### config.mk
export PLATFORM = sky130hd
export DESIGN_NAME = first_fit_heap_allocator
export DESIGN_NICKNAME = d
export VERILOG_FILES = /design/src/rtl/ffha_pkg.sv /design/src/rtl/ffha_cell.sv /design/src/rtl/ffha_ctrl.sv /design/src/rtl/first_fit_heap_allocator.sv
export SDC_FILE = /design/constraint.sdc
export NUM_CORES = 2
export LEC_CHECK = 0
export ABC_CLOCK_PERIOD_IN_PS = 235400
export BUFFER_PORTS_ARGS = -buffer_cell sky130_fd_sc_hd__buf_4
export CELL_PAD_IN_SITES_DETAIL_PLACEMENT = 1
export CELL_PAD_IN_SITES_GLOBAL_PLACEMENT = 1
export CORE_MARGIN = 2
export CORE_UTILIZATION = 30
export CTS_CLUSTER_DIAMETER = 100
export CTS_CLUSTER_SIZE = 16
export DETAILED_ROUTE_END_ITERATION = 12
export PLACE_DENSITY = 0.44
export SLEW_MARGIN = 20
export SYNTH_ARGS = -nofsm -noshare
export SYNTH_HDL_FRONTEND = slang
export SYNTH_SLANG_ARGS = --single-unit
### constraint.sdc
create_clock -name clk -period 235.4 [get_ports clk]
set_clock_uncertainty 0.15 [all_clocks]
set_input_delay 58.85 -clock clk [delete_from_list [all_inputs] [get_ports clk]]
set_output_delay 58.85 -clock clk [all_outputs]
set_load 0.03 [all_outputs]
### src/rtl/ffha_pkg.sv
// shared types for the first-fit heap allocator: action and status codes
// no dependencies; used by ffha_ctrl and first_fit_heap_allocator
package ffha_pkg;

    // request codes carried on the action field
    typedef enum logic [1:0] {
        ACT_ALLOC   = 2'd0,
        ACT_FREE    = 2'd1,
        ACT_REALLOC = 2'd2
    } action_t;

    // result codes carried on the status field
    typedef enum logic [2:0] {
        STAT_OK      = 3'd0,
        STAT_NULL    = 3'd1,
        STAT_NOSPACE = 3'd2,
        STAT_FULL    = 3'd3,
        STAT_UNKNOWN = 3'd4
    } status_t;

endpackage

### src/rtl/ffha_cell.sv
// one cell of the block table chain: holds one packed table entry
// and takes its neighbor's entry on every shift; no package dependency
module ffha_cell #(
    parameter int WIDTH = 49
) (
    input  logic             clk,
    input  logic             shift,
    input  logic [WIDTH-1:0] d,
    output logic [WIDTH-1:0] q
);

    logic [WIDTH-1:0] entry_reg;
    logic [WIDTH-1:0] entry_next;

    // take the neighbor entry while the chain rotates
    always_comb
    begin
        entry_next = entry_reg;
        if (shift)
        begin
            entry_next = d;
        end
    end

    // payload storage, no reset
    always_ff @(posedge clk)
    begin
        entry_reg <= entry_next;
    end

    assign q = entry_reg;

endmodule

### src/rtl/ffha_ctrl.sv
// sequencer of the first-fit heap allocator: examines the entry at the chain
// head once per cycle and writes the tail; depends on ffha_pkg
module ffha_ctrl #(
    parameter int MAX_BLOCKS   = 64,
    parameter int ADDR_BITS    = 24,
    parameter int HEADER_BYTES = 16
) (
    input  logic                   clk,
    input  logic                   rst_n,
    input  logic                   start,
    input  logic [1:0]             action,
    input  logic [ADDR_BITS-1:0]   request_size,
    input  logic [ADDR_BITS-1:0]   block_address,
    input  logic                   limit_we,
    input  logic [ADDR_BITS-1:0]   limit_data,
    input  logic [2*ADDR_BITS:0]   head_entry,
    output logic                   shift,
    output logic [2*ADDR_BITS:0]   tail_entry,
    output logic                   busy,
    output logic                   done,
    output logic [ADDR_BITS-1:0]   address,
    output ffha_pkg::status_t      status,
    output logic                   reused_block
);

    localparam int IDX_W = $clog2(MAX_BLOCKS);
    localparam int CNT_W = $clog2(MAX_BLOCKS + 1);
    localparam int SUM_W = ADDR_BITS + 2;
    localparam int OFS_W = ADDR_BITS + 1;

    typedef struct packed {
        logic [ADDR_BITS-1:0] blk_start;
        logic [ADDR_BITS-1:0] blk_size;
        logic                 blk_free;
    } entry_t;

    typedef enum logic [3:0] {
        ST_IDLE    = 4'b0001,
        ST_LOOKUP  = 4'b0010,
        ST_GRANT   = 4'b0100,
        ST_RELEASE = 4'b1000
    } state_t;

    state_t                 state_reg, state_next;
    logic [IDX_W-1:0]       step_reg, step_next;
    logic [IDX_W-1:0]       idx_reg, idx_next;
    logic                   hit_reg, hit_next;
    logic                   grow_reg, grow_next;
    logic                   rel_reg, rel_next;
    ffha_pkg::action_t      act_reg, act_next;
    logic [ADDR_BITS-1:0]   req_reg, req_next;
    logic [ADDR_BITS-1:0]   baddr_reg, baddr_next;
    logic [CNT_W-1:0]       count_reg, count_next;
    logic [ADDR_BITS-1:0]   top_reg, top_next;
    logic [ADDR_BITS-1:0]   limit_reg, limit_next;
    logic                   done_reg, done_next;
    logic [ADDR_BITS-1:0]   addr_reg, addr_next;
    ffha_pkg::status_t      status_reg, status_next;
    logic                   reused_reg, reused_next;

    entry_t                 head;
    entry_t                 tail;
    logic [CNT_W-1:0]       step_ext;
    logic                   in_use;
    logic                   at_end_slot;
    logic                   is_top;
    logic [OFS_W-1:0]       payload;
    logic [SUM_W-1:0]       need;
    logic                   limit_ok;
    logic                   last_step;
    logic                   lk_hit;
    logic                   lk_fits;
    logic                   rl_hit;
    logic                   release_now;
    logic                   gr_fit;
    logic                   gr_app;
    logic                   hit_now;
    logic                   grow_now;
    logic                   ok_now;

    // head entry decode and per-cycle compares
    always_comb
    begin
        head        = entry_t'(head_entry);
        step_ext    = CNT_W'(step_reg);
        in_use      = step_ext < count_reg;
        at_end_slot = step_ext == count_reg;
        is_top      = (step_ext + CNT_W'(1)) == count_reg;
        payload     = {1'b0, head.blk_start} + OFS_W'(HEADER_BYTES);
        need        = SUM_W'(top_reg) + SUM_W'(HEADER_BYTES) + SUM_W'(req_reg);
        limit_ok    = need <= SUM_W'(limit_reg);
        last_step   = step_reg == IDX_W'(MAX_BLOCKS - 1);
        lk_fits     = head.blk_size >= req_reg;
        lk_hit      = (state_reg == ST_LOOKUP) && !hit_reg && in_use
                      && (payload == {1'b0, baddr_reg});
        rl_hit      = (state_reg == ST_RELEASE) && !hit_reg && (step_reg == idx_reg);
        release_now = (lk_hit && (act_reg == ffha_pkg::ACT_FREE)) || rl_hit;
        gr_fit      = (state_reg == ST_GRANT) && !hit_reg && in_use
                      && head.blk_free && lk_fits;
        gr_app      = (state_reg == ST_GRANT) && !hit_reg && at_end_slot;
        hit_now     = hit_reg || lk_hit;
        grow_now    = grow_reg
                      || (lk_hit && (act_reg == ffha_pkg::ACT_REALLOC) && !lk_fits);
        ok_now      = (hit_reg && (status_reg == ffha_pkg::STAT_OK)) || gr_fit
                      || (gr_app && limit_ok);
    end

    // sequencer next state
    always_comb
    begin
        state_next  = state_reg;
        step_next   = step_reg;
        idx_next    = idx_reg;
        hit_next    = hit_reg;
        grow_next   = grow_reg;
        rel_next    = rel_reg;
        act_next    = act_reg;
        req_next    = req_reg;
        baddr_next  = baddr_reg;
        count_next  = count_reg;
        top_next    = top_reg;
        limit_next  = limit_reg;
        done_next   = 1'b0;
        addr_next   = addr_reg;
        status_next = status_reg;
        reused_next = reused_reg;
        tail        = head;

        // configuration write
        if (limit_we)
        begin
            limit_next = limit_data;
        end

        // release of the entry at the head: drop the topmost, else mark free
        if (release_now)
        begin
            if (is_top)
            begin
                count_next = count_reg - CNT_W'(1);
                top_next   = head.blk_start;
            end
            else
            begin
                tail.blk_free = 1'b1;
            end
        end

        unique case (state_reg)
            ST_IDLE:
            begin
                step_next = '0;
                if (start)
                begin
                    act_next    = ffha_pkg::action_t'(action);
                    req_next    = request_size;
                    baddr_next  = block_address;
                    hit_next    = 1'b0;
                    grow_next   = 1'b0;
                    rel_next    = 1'b0;
                    addr_next   = '0;
                    reused_next = 1'b0;
                    status_next = ffha_pkg::STAT_NULL;
                    unique case (ffha_pkg::action_t'(action))
                        ffha_pkg::ACT_ALLOC:
                        begin
                            if (request_size == '0)
                            begin
                                done_next = 1'b1;
                            end
                            else
                            begin
                                state_next = ST_GRANT;
                            end
                        end
                        ffha_pkg::ACT_FREE:
                        begin
                            if (block_address == '0)
                            begin
                                done_next = 1'b1;
                            end
                            else
                            begin
                                state_next = ST_LOOKUP;
                            end
                        end
                        ffha_pkg::ACT_REALLOC:
                        begin
                            if (request_size == '0)
                            begin
                                done_next = 1'b1;
                            end
                            else if (block_address == '0)
                            begin
                                state_next = ST_GRANT;
                            end
                            else
                            begin
                                state_next = ST_LOOKUP;
                            end
                        end
                        default:
                        begin
                            done_next = 1'b1;
                        end
                    endcase
                end
            end

            ST_LOOKUP:
            begin
                step_next = last_step ? '0 : step_reg + IDX_W'(1);
                if (lk_hit)
                begin
                    hit_next = 1'b1;
                    idx_next = step_reg;
                    if (act_reg == ffha_pkg::ACT_FREE)
                    begin
                        status_next = ffha_pkg::STAT_OK;
                    end
                    else if (lk_fits)
                    begin
                        status_next = ffha_pkg::STAT_OK;
                        addr_next   = baddr_reg;
                    end
                    else
                    begin
                        grow_next = 1'b1;
                    end
                end
                if (last_step)
                begin
                    if (!hit_now)
                    begin
                        status_next = ffha_pkg::STAT_UNKNOWN;
                        done_next   = 1'b1;
                        state_next  = ST_IDLE;
                    end
                    else if (grow_now)
                    begin
                        hit_next   = 1'b0;
                        rel_next   = 1'b1;
                        state_next = ST_GRANT;
                    end
                    else
                    begin
                        done_next  = 1'b1;
                        state_next = ST_IDLE;
                    end
                end
            end

            ST_GRANT:
            begin
                step_next = last_step ? '0 : step_reg + IDX_W'(1);
                // first free block that fits
                if (gr_fit)
                begin
                    tail.blk_free = 1'b0;
                    addr_next     = ADDR_BITS'(payload);
                    reused_next   = 1'b1;
                    status_next   = ffha_pkg::STAT_OK;
                    hit_next      = 1'b1;
                end
                // append at the heap top in the first unused slot
                if (gr_app)
                begin
                    hit_next = 1'b1;
                    if (limit_ok)
                    begin
                        tail.blk_start = top_reg;
                        tail.blk_size  = req_reg;
                        tail.blk_free  = 1'b0;
                        addr_next      = top_reg + ADDR_BITS'(HEADER_BYTES);
                        top_next       = ADDR_BITS'(need);
                        count_next     = count_reg + CNT_W'(1);
                        status_next    = ffha_pkg::STAT_OK;
                    end
                    else
                    begin
                        status_next = ffha_pkg::STAT_NOSPACE;
                    end
                end
                if (last_step)
                begin
                    // table full, no unused slot was reached
                    if (!hit_reg && !gr_fit && !gr_app)
                    begin
                        status_next = limit_ok ? ffha_pkg::STAT_FULL
                                               : ffha_pkg::STAT_NOSPACE;
                    end
                    if (ok_now && rel_reg)
                    begin
                        hit_next   = 1'b0;
                        state_next = ST_RELEASE;
                    end
                    else
                    begin
                        done_next  = 1'b1;
                        state_next = ST_IDLE;
                    end
                end
            end

            ST_RELEASE:
            begin
                step_next = last_step ? '0 : step_reg + IDX_W'(1);
                if (rl_hit)
                begin
                    hit_next = 1'b1;
                end
                if (last_step)
                begin
                    done_next  = 1'b1;
                    state_next = ST_IDLE;
                end
            end

            default:
            begin
                state_next = ST_IDLE;
            end
        endcase
    end

    // control registers
    always_ff @(posedge clk or negedge rst_n)
    begin
        if (!rst_n)
        begin
            state_reg <= ST_IDLE;
            step_reg  <= '0;
            hit_reg   <= 1'b0;
            grow_reg  <= 1'b0;
            rel_reg   <= 1'b0;
            count_reg <= '0;
            top_reg   <= '0;
            limit_reg <= '1;
            done_reg  <= 1'b0;
        end
        else
        begin
            state_reg <= state_next;
            step_reg  <= step_next;
            hit_reg   <= hit_next;
            grow_reg  <= grow_next;
            rel_reg   <= rel_next;
            count_reg <= count_next;
            top_reg   <= top_next;
            limit_reg <= limit_next;
            done_reg  <= done_next;
        end
    end

    // request and result payload registers
    always_ff @(posedge clk)
    begin
        idx_reg    <= idx_next;
        act_reg    <= act_next;
        req_reg    <= req_next;
        baddr_reg  <= baddr_next;
        addr_reg   <= addr_next;
        status_reg <= status_next;
        reused_reg <= reused_next;
    end

    assign shift        = state_reg != ST_IDLE;
    assign tail_entry   = tail;
    assign busy         = state_reg != ST_IDLE;
    assign done         = done_reg;
    assign address      = addr_reg;
    assign status       = status_reg;
    assign reused_block = reused_reg;

    // a result beat only comes out once the sequencer is back at rest
    assert property (@(posedge clk) disable iff (!rst_n)
        done_reg |-> (state_reg == ST_IDLE))
        else $error("result beat while a pass is running");

    // the table never holds more entries than it has cells
    assert property (@(posedge clk) disable iff (!rst_n)
        count_reg <= CNT_W'(MAX_BLOCKS))
        else $error("entry count above table depth");

    // chain is aligned whenever the sequencer rests
    assert property (@(posedge clk) disable iff (!rst_n)
        (state_reg == ST_IDLE) |-> (step_reg == '0))
        else $error("chain not aligned at rest");

    // an accepted request either starts a pass or answers at once
    assert property (@(posedge clk) disable iff (!rst_n)
        (start && (state_reg == ST_IDLE)) |=> (busy || done_reg))
        else $error("accepted request dropped");

    // release pass only follows a move of an existing block
    assert property (@(posedge clk) disable iff (!rst_n)
        (state_reg == ST_RELEASE) |-> (rel_reg && (act_reg == ffha_pkg::ACT_REALLOC)))
        else $error("release pass without a pending move");

    // a handed-out freed block is always a success
    assert property (@(posedge clk) disable iff (!rst_n)
        (done_reg && reused_reg) |-> (status_reg == ffha_pkg::STAT_OK))
        else $error("reused block flagged on a failed request");

endmodule

### src/rtl/first_fit_heap_allocator.sv
// zero size, a null address on free or an unknown action are answered from idle without a pass;
// allocate runs a grant pass, free and reallocate in place a lookup pass; a move that cannot
// be granted runs lookup then grant, and a move of the block runs lookup, grant and release
// each pass turns the block table chain once, one entry past the head per cycle
// a new request is taken in the cycle the result beat is shown; results cannot be stalled
// reset clears entry count and heap top and sets heap_limit to all ones;
// table contents stay undefined until written, entries above the count are never read
module first_fit_heap_allocator #(
    parameter int MAX_BLOCKS   = 64,
    parameter int ADDR_BITS    = 24,
    parameter int HEADER_BYTES = 16
) (
    input  logic                 clk,
    input  logic                 rst_n,
    input  logic                 start,
    output logic                 busy,
    input  logic [1:0]           action,
    input  logic [ADDR_BITS-1:0] request_size,
    input  logic [ADDR_BITS-1:0] block_address,
    output logic                 done,
    output logic [ADDR_BITS-1:0] address,
    output ffha_pkg::status_t    status,
    output logic                 reused_block,
    input  logic                 limit_we,
    input  logic [ADDR_BITS-1:0] limit_data
);

    localparam int ENTRY_W = 2 * ADDR_BITS + 1;

    logic               shift;
    logic [ENTRY_W-1:0] tail_entry;
    logic [ENTRY_W-1:0] cell_q [MAX_BLOCKS];

    // sequencer working on the chain head
    ffha_ctrl #(
        .MAX_BLOCKS   (MAX_BLOCKS),
        .ADDR_BITS    (ADDR_BITS),
        .HEADER_BYTES (HEADER_BYTES)
    ) u_ctrl (
        .clk           (clk),
        .rst_n         (rst_n),
        .start         (start),
        .action        (action),
        .request_size  (request_size),
        .block_address (block_address),
        .limit_we      (limit_we),
        .limit_data    (limit_data),
        .head_entry    (cell_q[0]),
        .shift         (shift),
        .tail_entry    (tail_entry),
        .busy          (busy),
        .done          (done),
        .address       (address),
        .status        (status),
        .reused_block  (reused_block)
    );

    // table chain: each cell takes its upper neighbor, the last takes the tail write
    for (genvar k = 0; k < MAX_BLOCKS; k++)
    begin : g_cell
        logic [ENTRY_W-1:0] cell_d;
        if (k == MAX_BLOCKS - 1)
        begin : g_last
            assign cell_d = tail_entry;
        end
        else
        begin : g_mid
            assign cell_d = cell_q[k+1];
        end

        ffha_cell #(
            .WIDTH (ENTRY_W)
        ) u_cell (
            .clk   (clk),
            .shift (shift),
            .d     (cell_d),
            .q     (cell_q[k])
        );
    end

endmodule

==> run summary <==
The remaining design rule violation count came out at 0. The post-route antenna net violation count came out at 0. The synthesized flop and latch total came out at between 3000 and 4000. The count of max-cap constraint violations is 0.

STA classifies the critical path endpoint as a primary output. The floorplan step defined a die boundary enclosing 0.3572 mm^2. The count of synthesis-stage warnings from yosys came out at 0. The required time at the worst-slack endpoint came out at 176.40 ns. CTS placed an instance of clkbuf_16 at the clock tree root. In this run, synthesis inferred 3220 flip-flops with an integrated enable. The detailed route wirelength on metal2 is between 80 and 90 mm.

The via count of the first global-routing pass is slightly above 40000. The count of port buffers added during placement is about 110. The met1 wire length came out at 84.30 mm. The sink count of the clock tree came out at 3289. The number of buffers added by the clock tree synthesis step came out at approximately 230.

The HPWL after detailed placement is ~110 mm. In this run, post-CTS hold repair placed 0 buffers. The detailed-route wire length per cell came out at 19.25 um. The largest individual stage delay along the critical path comes from the cell dfrtp_1.

The met3 routed wirelength came out at 5.722 mm. The count of final setup violators came out at 0. Hold timing on the final database bottoms out at a slack of 0.2487 ns. The post-synthesis mux area share is 0.004379.

The slew at the pin with the worst max-slew slack is roughly 1.2 ns. The final hold violation count is 0. The residual overflow from global routing is 0. The worst pin sits at a relative slew slack of 0.1806. The part of the cycle the worst path needs came out at 0.2615. Post-CTS repair changed the size of 0 cells. Of the total synthesized cell area, the portion taken by AND, OR, NAND and NOR gates is 0.02030. The maximum ir drop on the vdd rail came out at 12.36 uV. The cell count after synthesis came out at 4447. The worst setup path is launched from a flip-flop.

The area growth from synthesis to layout came out at 12.58%. Setup repair after global routing left no endpoint under its margin. The logic depth of the worst register-to-register path came out at 23. For this run, the top clock speed supported by timing is 16.25 MHz. Measured along the x axis, the die boundary spans 597.6 um.

The family of cells with the greatest summed delay on the critical path is simple AND/OR/NAND/NOR gates. By area, the combinational part of the netlist is dominated by simple AND/OR/NAND/NOR gates. The library cell used most frequently in the layout, excluding fill and tap cells, is edfxtp_1. After the last flow step, the layout net total stands at between 4000 and 5000. The placed instance area is 0.1125 mm^2. Dividing total power by cell area gives a power density of 13.90 mW/mm^2.

The top routing layer in use is met4. The cell count along the critical path is 4. The effective utilization at floorplan came out at 0.3021. The detailed-routing iteration count for the pre-antenna-repair pass came out at 4.

In this run the worst path has a maximum fanout of 50. The count of distinct cell types in the synthesized netlist came out at 72. The startpoint of the worst register-to-register path is u_ctrl.top_reg[4]. The type of the setup path with the least slack is flip-flop to primary output. The number of nets handed over by synthesis was 4615. The xor/xnor cell area share of the yosys netlist came out at 0.009397. The standard cell core area is between 0.3 and 0.4 mm^2.

The leakage dissipation came out at between 30 and 40 nW. The register with the most flip-flops in the layout has approximately 3100 of them. In this run the critical register-to-register path is captured at u_ctrl.address[22].

For the worst setup path, the data arrival time is between 2 and 3 ns. The die height is 597.6 um. For the finished layout, the period the worst path requires is 61.56 ns. The capturing element of the worst setup path is busy. The mean number of vias per cell came out at 4.193.

The run finished with clean final reports. The sequential share of the synthesized area is 0.9313. The cell area after synthesis came out at between 0.1 and 0.15 mm^2. The adder-cell area share of the yosys netlist is 0.01072. The main flop type after synthesis is edfxtp_1.

The library cells used most frequently in the layout, excluding fill and tap cells, are edfxtp_1 (3220), clkbuf_16 (238), nand2_1 (200). The wire length of the first global-routing pass came out at approximately 280 mm. The total wire length came out at 182.3 mm. For the worst-skew pair, the clock arrives at the later sink with an insertion delay of 0.90 ns. The final instance area came out at 0.1190 mm^2.

The weighted congestion at the end of routability-driven global placement is 0.7428. TritonCTS built the clock tree. Counting flops with an async set or reset pin after synthesis yields a share of 0.02098. The summed negative setup slack over all endpoints came out at 0 ns. Entering global routing, the biggest net connects 213 pins.

The class of the tightest hold or removal check is flip-flop to flip-flop. After clock tree synthesis, the clock-pin slew on the worst setup and hold paths is 0.07 ns. The total buffers and inverters traversed by the critical path is 2.

The number of setup buffers added after CTS is 0. The minimum setup slack among reg-to-reg paths came out at 226.42 ns. The post-synthesis compound-gate area fraction came out at 0.01833. The total routing usage reported by global routing came out at 0.1033.

The via count came out at 39700. The final max-slew violation count is 0. The number of cells traversed by the worst hold path came out at 0. The number of rows created at floorplan came out at roughly 220. Traced cell by cell, the critical path runs through nor3_1, and2_1, inv_8, buf_4. The H-tree depth came out at 4. The most critical setup path has its startpoint at u_ctrl.state_reg[2].

The number of antenna violations at the first check in global routing came out at 5. The sum of internal, switching and leakage power came out at 1.654 mW. The DRC violation total after the first TritonRoute iteration is about 3500.

The average cell area after synthesis came out at 23.77 um^2. In this run the deepest clock path goes through 4 buffers. During I/O placement, the number of pins put on the boundary was around 110. The delay of the slowest cell on the worst path came out at ~0.49 ns. The share of final-layout standard cells stronger than drive strength 1 is 0.09392.
==> how the worst min path moves through the flow <==
stage | startpoint | end | slack, ns
4_1_cts | g_cell[5].u_cell.q[22] | g_cell[4].u_cell.q[22] | 0.24
3_5_place_dp | g_cell[20].u_cell.q[13] | g_cell[19].u_cell.q[13] | 0.26
6_report | g_cell[11].u_cell.q[21] | g_cell[10].u_cell.q[21] | 0.25
3_3_place_gp | g_cell[62].u_cell.q[44] | g_cell[61].u_cell.q[44] | 0.25
2_1_floorplan | g_cell[1].u_cell.q[0] | g_cell[0].u_cell.q[0] | 0.25
5_1_grt | g_cell[2].u_cell.q[21] | g_cell[1].u_cell.q[21] | 0.25
==> kinds of logic after synthesis <==
| group | Yosys count |
|---|---|
| XOR/XNOR | 104 |
| adder cells (fa/ha/maj) | 90 |
| multiplexers | 46 |
| AO/OA/AOI/OAI | 315 |
| flip-flops | 3289 |
| AND/OR/NAND/NOR | 456 |
| buffers and inverters | 147 |
==> layout make-up <==
class,instances,area [um^2]
Sequential cell,3289,98450
Antenna cell,4,10.01
Tap cell,4599,5754
Multi-Input combinational cell,1011,6715
Fill cell,33690,231000
Inverter,84,322.8
Timing Repair Buffer,155,1266
Clock inverter,18,274.0
Clock buffer,309,6222
==> synth_stat cells (all sizes together) (14+ instances only) <==
master | count | area, um^2
o21ai | 108 | 540.5
nand3 | 39 | 195.2
a21o | 14 | 105.1
and3 | 14 | 87.58
o211ai | 18 | 135.1
nor4 | 26 | 168.9
nor2 | 88 | 330.3
xnor2 | 61 | 534.3
nand4 | 34 | 219.0
edfxtp | 3220 | 96690
buf | 17 | 103.8
dfrtp | 44 | 1101
xor2 | 37 | 324.1
dfstp | 25 | 656.9
nand2 | 200 | 750.7
ha | 89 | 1114
a21oi | 90 | 450.4
mux2i | 44 | 440.4
clkbuf | 46 | 172.7
inv | 84 | 315.3
==> routing by layer <==
layer  vias to the layer above  GRT usage
met5                         -          0
met4                         0    0.03774
met3                       299    0.01653
met2                       415     0.1599
met1                     20870     0.1469
li1                      18120          -
==> where the power goes <==
group / total [mW] / internal, mW / switching, mW
Combinational: 0.236 / 0.0404 / 0.196
Sequential: 1.04 / 0.980 / 0.0610
Clock: 0.378 / 0.185 / 0.193
==> metrics by stage <==
stage | setup slack (ns) | util | instances
floorplan | 115.06 | - | 4447
detailed placement | 173.48 | 0.3214 | 9137
global route | 173.69 | 0.3401 | 9467
finish | 173.84 | 0.3401 | 9469
CTS | 173.74 | 0.3399 | 9464
global placement | 173.57 | 0.3214 | 9137
(Power assumes the default switching activity.)
